### src/hw/rtl/twos_pkg.sv
// shared types, constants and arithmetic helpers for the odometry step block
`timescale 1ns / 1ps

package twos_pkg;

    // register indexes on the configuration port
    typedef enum logic [2:0] {
        REG_STRAIGHT_TPM = 3'd0,
        REG_MIDDLE_TPM   = 3'd1,
        REG_WHEEL_TRACK  = 3'd2,
        REG_MIDDLE_OFS   = 3'd3,
        REG_MAX_TICKS    = 3'd4
    } twos_reg_e;

    typedef struct packed {
        logic [31:0] straight_ticks_per_meter;
        logic [31:0] middle_ticks_per_meter;
        logic [31:0] wheel_track;
        logic [31:0] middle_wheel_offset;
        logic [14:0] max_tick_delta;
    } twos_cfg_t;

    typedef struct packed {
        logic signed [31:0] heading;
        logic signed [15:0] middle_ticks;
        logic signed [15:0] right_ticks;
        logic signed [15:0] left_ticks;
        logic               skipped;
    } twos_item_t;

    localparam int QUEUE_DEPTH = 4;
    localparam int QPTR_W      = 2;
    localparam int QCNT_W      = 3;

    // divider sizes: tick scaling, heading change, chord factor
    localparam int DIV_SCALE_W = 56;
    localparam int DIV_HEAD_W  = 61;
    localparam int DIV_CHORD_W = 60;
    localparam int DIV_DEN_W   = 32;

    // angle datapath, q30 radians
    localparam int AW = 36;
    localparam int ZW = 34;

    localparam logic signed [AW-1:0] TWO_PI_Q30  = 36'sd6746518852;
    localparam logic signed [AW-1:0] PI_Q30      = 36'sd3373259426;
    localparam logic signed [AW-1:0] HALF_PI_Q30 = 36'sd1686629713;
    localparam logic [AW-1:0] TWO_PI_X4 = 36'd26986075408;
    localparam logic [AW-1:0] TWO_PI_X2 = 36'd13493037704;
    localparam logic [AW-1:0] TWO_PI_X1 = 36'd6746518852;
    localparam logic signed [ZW-1:0] GAIN_Q30 = 34'sd652032874;

    localparam logic [31:0] ATAN_Q30 [32] = '{
        32'd843314857, 32'd497837829, 32'd263043837, 32'd133525159, 32'd67021687,
        32'd33543516, 32'd16775851, 32'd8388437, 32'd4194283, 32'd2097149,
        32'd1048576, 32'd524288, 32'd262144, 32'd131072, 32'd65536, 32'd32768,
        32'd16384, 32'd8192, 32'd4096, 32'd2048, 32'd1024, 32'd512, 32'd256,
        32'd128, 32'd64, 32'd32, 32'd16, 32'd8, 32'd4, 32'd2, 32'd1, 32'd0
    };

    localparam logic signed [71:0] SAT_MAX   = 72'sd2147483647;
    localparam logic signed [71:0] SAT_MIN   = -72'sd2147483648;
    localparam logic signed [71:0] ONE_Q30_W = 72'sd1073741824;

    function automatic logic signed [31:0] sat32(input logic signed [71:0] v);
        logic signed [31:0] r;
        if (v > SAT_MAX) begin
            r = 32'sh7fffffff;
        end else if (v < SAT_MIN) begin
            r = 32'sh80000000;
        end else begin
            r = v[31:0];
        end
        return r;
    endfunction

    function automatic logic signed [31:0] clamp_one(input logic signed [71:0] v);
        logic signed [31:0] r;
        if (v > ONE_Q30_W) begin
            r = 32'sd1073741824;
        end else if (v < -ONE_Q30_W) begin
            r = -32'sd1073741824;
        end else begin
            r = v[31:0];
        end
        return r;
    endfunction

    function automatic logic [15:0] abs16(input logic signed [15:0] v);
        return v[15] ? 16'(-v) : 16'(v);
    endfunction

endpackage

### src/hw/rtl/twos_front.sv
// input side: takes beats, flags out-of-range tick deltas, short queue to the back
`timescale 1ns / 1ps

module twos_front
    import twos_pkg::*;
(
    input  logic        aclk,
    input  logic        aresetn,
    input  logic        s_tvalid,
    output logic        s_tready,
    input  logic [79:0] s_tdata,
    input  logic [14:0] max_tick_delta,
    output twos_item_t  item,
    output logic        item_valid,
    input  logic        pop
);

    twos_item_t         mem_reg [QUEUE_DEPTH];
    logic [QPTR_W-1:0]  wptr_reg, rptr_reg;
    logic [QCNT_W-1:0]  cnt_reg;
    twos_item_t         in_item;
    logic               push;
    logic [15:0]        lim;

    assign lim = {1'b0, max_tick_delta};

    always_comb begin
        in_item.left_ticks   = s_tdata[15:0];
        in_item.right_ticks  = s_tdata[31:16];
        in_item.middle_ticks = s_tdata[47:32];
        in_item.heading      = s_tdata[79:48];
        in_item.skipped      = (abs16(s_tdata[15:0]) > lim) ||
                               (abs16(s_tdata[31:16]) > lim) ||
                               (abs16(s_tdata[47:32]) > lim);
    end

    assign s_tready   = (cnt_reg != QCNT_W'(QUEUE_DEPTH));
    assign push       = s_tvalid && s_tready;
    assign item_valid = (cnt_reg != '0);
    assign item       = mem_reg[rptr_reg];

    always_ff @(posedge aclk) begin
        if (push) begin
            mem_reg[wptr_reg] <= in_item;
        end
    end

    always_ff @(posedge aclk) begin
        if (!aresetn) begin
            wptr_reg <= '0;
            rptr_reg <= '0;
            cnt_reg  <= '0;
        end else begin
            if (push) begin
                wptr_reg <= wptr_reg + 1'b1;
            end
            if (pop) begin
                rptr_reg <= rptr_reg + 1'b1;
            end
            if (push && !pop) begin
                cnt_reg <= cnt_reg + 1'b1;
            end else if (pop && !push) begin
                cnt_reg <= cnt_reg - 1'b1;
            end
        end
    end

endmodule

### config.mk
export PLATFORM = sky130hd
export DESIGN_NAME = twos_front
export DESIGN_NICKNAME = d
export VERILOG_FILES = /design/src/hw/rtl/twos_pkg.sv /design/src/hw/rtl/twos_front.sv
export SDC_FILE = /design/constraint.sdc
export NUM_CORES = 1
export LEC_CHECK = 0
export BUFFER_PORTS_ARGS = -buffer_cell sky130_fd_sc_hd__buf_2
export CORE_MARGIN = 8
export CORE_UTILIZATION = 62
export DETAILED_ROUTE_END_ITERATION = 16
export PLACE_DENSITY = 0.85
export SYNTH_ARGS = -nofsm -noshare
export SYNTH_HDL_FRONTEND = slang
export SYNTH_SLANG_ARGS = --single-unit
export TNS_END_PERCENT = 30
### constraint.sdc
create_clock -name aclk -period 7.1 [get_ports aclk]
set_clock_uncertainty 0.1 [all_clocks]
set_input_delay 0 -clock aclk [delete_from_list [all_inputs] [get_ports aclk]]
set_output_delay 0 -clock aclk [all_outputs]
set_load 0.05 [all_outputs]
### After elaboration in Yosys (flattened, before gate mapping)

Memories as Yosys holds them, arrays and structs flattened. A register that Yosys moved wholly into a read port is not among the register bits.
Cells that the tools add are included.

| word-level totals | value |
|---|---|
| flip-flop bits (word level) | 7 |
| memory bits (writable) | 324 |
| input bits | 99 |
| output and inout bits | 83 |
| logic and storage cells | 33 |
| memories kept | 1 |

Memories:

| memory | words | width | read ports | clocked after memory_dff | wr ports | RTL line | text |
|---|---|---|---|---|---|---|---|
| mem_reg | 4 | 81 | 1 | 1 | 1 | twos_front.sv:18 | `twos_item_t mem_reg [QUEUE_DEPTH];` |

| operators by class | value |
|---|---|
| add/sub/neg operators | 7 |
| magnitude comparators | 3 |
| equality and inequality tests | 1 |
| muxes and demuxes | 9 |
| reductions and logical operators | 9 |

Operators by type and width:

| operator | count |
|---|---|
| $gt 16x15->1 | 3 |
| $mux 16 | 3 |
| $neg 16->16 | 3 |
| $mux 3 | 2 |
| $add 2x1->2 const B | 2 |
| $mux 2 | 2 |
| $add 3x1->3 const B | 1 |
| $logic_and 1x1->1 | 3 |
| $ne 3x3->1 const B | 1 |
| $reduce_bool 3->1 | 1 |
| $sub 3x1->3 const B | 1 |
| $logic_not 1->1 | 2 |
| $logic_or 1x1->1 | 2 |
| $mux 1 | 2 |
| $reduce_bool 2->1 | 1 |

### Logic depth before layout (Yosys ltp)

| depth | value |
|---|---|
| depth in word-level cells | 6 |
| gate-level depth with buffers | 14 |
| depth with buffers taken out | 14 |

### Worst setup path after synthesis

No wires, ideal clock.

| timing path | value |
|---|---|
| path kind | reg2reg |
| start point | register cnt_reg[0] |
| end point | memory mem_reg[0][0] in the netlist's numbering (enable) |
| library setup time | 0.449 ns |
| arrival | 2.878 ns |
| required time | 6.551 ns |
| slack | 3.673 ns |
| cell stages (with the launch flop) | 4 |
| path buffers | 0 |
| clock period less this slack | 3.427 ns |
| cell sequence | dfxtp_1 -> nor2_1 -> nand2_1 -> and3_1 |

| on the way | value |
|---|---|
| cells in the longest elaborated chain, start to end | 4 |

RTL lines:

| what | RTL line | text |
|---|---|---|
| start: declaration | twos_front.sv:20 | `logic [QCNT_W-1:0] cnt_reg;` |
| start signal: assignment | twos_front.sv:61 | `cnt_reg <= cnt_reg + 1'b1;` |
| start signal: assignment | twos_front.sv:63 | `cnt_reg <= cnt_reg - 1'b1;` |
| $ne 3x3->1 | twos_front.sv:37 | `assign s_tready = (cnt_reg != QCNT_W'(QUEUE_DEPTH));` |
| net s_tready | twos_front.sv:10 | `output logic s_tready,` |
| $logic_and 1x1->1 | twos_front.sv:38 | `assign push = s_tvalid && s_tready;` |
| $mux 1 | twos_front.sv:43 | `if (push) begin` |
| $mux 1 (not written as such) | twos_front.sv:44 | `mem_reg[wptr_reg] <= in_item;` |
| end: declaration | twos_front.sv:18 |  |

The timed path passes the listed nets, and every way through them passes these cells.

==> reports/metrics.yaml <==
sta:
  maxSlewViolCount: 0
  finalSetupViolations: 0
  hold_violations: 0
  setup_tns_ps: 0
  rsz0062_at_grt: "false"
  slew_headroom: 0.372
  post-route-min-period_ps: 3210
  max_freq_mhz: 312
  tightestPinTransition_ps: 942
  period_share: 0.452
die:
  die_h_um: 166
  coreArea_mm2: 0.0224
  rows: 55
  start_util: 0.626
  io_pins: 182
  die_w_um: 166
  dieArea_mm2: 0.0277
logic_synthesis:
  synth_compound_area_frac: 0.0345
  syn_inst: 726
  synth-main-ff-cell: "edfxtp_1"
  netlist_top_cells_count: "edfxtp_1, mux4_2, ha_1"
  ys_seq_area_frac: 0.706
  synth_top_family_by_area: "multiplexers"
  yosys_warnings: 0
  synth_top_area_cell: "edfxtp_1"
  synth_cell_types: 44
  syn_nets: 879
  synth_top_area_frac: 0.693
  syn_area_mm2: 0.0140
  synth-async-reset-ratio: 0
  synth-edff-count: 324
  ys_seq_elements: 333
  synthMuxAreaShare: 0.131
  synth_fa_ha_area_frac: 0.0487
  post_synth_and_or_nand_nor_area_fraction: 0.0396
  yosys-top-cells-area: "edfxtp_1, mux4_2, ha_1"
  yosysMostFrequentCell: "edfxtp_1"
  synth-xor-area-share: 0.0275
  synth.avg_cell_area_um2: 19.3
global_route:
  track_usage: 0.225
  gr-total-overflow: 0
  grt_first_pass_wirelength_mm: 48.0
  grt_max_degree: 55
  grt_antenna_before_repair: 3
  grt_pass1_vias: 8524
drt:
  drt_wl_total_mm: 31.4
  vias: 7877
  via_per_inst: 5.95
  maxUsedRoutingLayer: "met4"
  ant_nets: 0
  wl_per_cell_um: 23.7
  met1_length_mm: 12.3
  route.met3.wl_mm: 2.03
  dr.first_iter.drc_count: 685
  first_pass_iters: 5
  wl_met2_mm: 16.3
  drc: 0
outcome:
  status: "finished clean"
power_and_ir_drop:
  irDropWorstVdd_mv: 0.247
  cellPowerDensity_mw_per_mm2: 310
  p_leak_nw: 6.08
clock_network:
  tritoncts: "done"
  cts_buffers: 34
  cts_sinks: 333
  cts_root_buf: "clkbuf_16"
  post_cts_resized: 0
  htreeDepth: 2
  path_clk_slew_ps: 60
  clk_latency_ps: 490
  clockBufferDepth: 3
cells_and_area:
  area_growth_pct: 22.8
  drive_gt1_frac: 0.320
  nets: 1164
  stdcell_count: 1323
  largest_reg_flops: 324
  fillCellCount: 1260
worst_setup_path:
  arrival_ps: 3310
  critPathCaptureType: "register"
  r2r-end: "mem_reg[1][60]"
  critical-path-max-stage-delay_ps: 580
  crit_required_ps: 7200
  cp_num_cells: 11
  r2r_start: "cnt_reg[0]"
  cp-start-kind: "primary input"
  crit_fanout: 7
  reg2reg_depth: 4
  crit_path_cell_trace: "dlygate4sd3_1, buf_2, or4_4, or4_1, o21ai_0, xnor2_1, ha_1, nand3_1, or4_1, o21ai_0, nand4_1"
  regToRegSetupSlack_ps: 4600
  worstSetupPathType: "in2reg"
  slowest_stage: "or4_4"
  crit_family: "simple AND/OR/NAND/NOR gates"
  cp_num_buf_inv: 2
placed_design:
  hpwl_mm: 18.5
  placedCellCount: 1176
  routabilityCongestion: 0.819
  port_buffers: 181
job:
  maxCapViolations: 0
hold_path:
  hold_start: "s_tdata[62]"
  worstHoldPathType: "in2reg"
  hold_depth: 2
  hold_end: "mem_reg[0][63]"
## worst reg2reg max path: cells and delay by family, from the launching register on
kind / cells / cell delay [ps]
DFF: 1 / 430
and+or+nand+nor: 3 / 870
buffers and inverters: 1 / 690
## what timing repair did
item,CTS,global route
hold endpoints to repair,329,0
hold buffers,84,0
buffers inserted,0,0
## how the worst max path moves through the flow
stage	from	to	slack [ps]
CTS	register	item[14]	3780
detailed placement	s_tdata[5]	mem_reg[3][0]	4020
global placement	s_tdata[37]	mem_reg[2][0]	4080
global route	register	item[14]	3640
finish	s_tdata[25]	mem_reg[3][0]	3890
floorplan	cnt_reg[0]	mem_reg[0][0]	3670
## logic make-up after synthesis
kind of cell | count (synthesis)
mux | 82
simple gates | 95
xor+xnor | 44
compound gates | 71
fa+ha+maj | 54
flops | 333
buf+inv | 47
## where the power goes
part / total [W] / switching [W] / internal [W]
combinational: 0.00111 / 0.000763 / 0.000351
sequential: 0.00244 / 0.0000683 / 0.00237
clock: 0.00178 / 0.000700 / 0.00108
total: 0.00534 / 0.00153 / 0.00381
## layout by cell type (no fill, tap or decap), types with 18 or more instances in the layout
master and count:
ha_1 53, xnor2_1 40, nand2_1 23, buf_2 181, clkbuf_16 35, inv_1 25
mux4_2 81, dlygate4sd3_1 84, o21ai_0 22, a21oi_1 18, edfxtp_1 324
## metal layers
layer  vias up  global-route usage
met4         0              0.0752
met3        55              0.0449
met1      3961               0.272
met5         -                   0
met2       313               0.400
li1       3548                   -
## cell type report
cell class	instances	area, µm²	share of cell area
Antenna cell	4	10.0	0.000580
Sequential cell	333	9920	0.575
Tap cell	285	357	0.0207
Multi-Input combinational cell	346	3960	0.230
Clock buffer	42	902	0.0523
Timing Repair Buffer	271	1790	0.104
Inverter	25	93.8	0.00544
Clock inverter	17	210	0.0122
## stage by stage
stage | total power (W) | setup WS (ps) | hold slack [ps] | instance area, µm² | utilization
after CTS | 0.00537 | 3780 | 134 | 17200 | 0.768
after global placement | 0.00353 | 4080 | 114 | 15300 | 0.681
after floorplan | 0.00326 | 3670 | -1.13 | 14000 | -
after global routing | 0.00551 | 3640 | 142 | 17200 | 0.769
final | 0.00534 | 3890 | 155 | 17200 | 0.769
after detailed placement | 0.00355 | 4020 | 116 | 15300 | 0.681
Power figures use the tool's default switching activity.
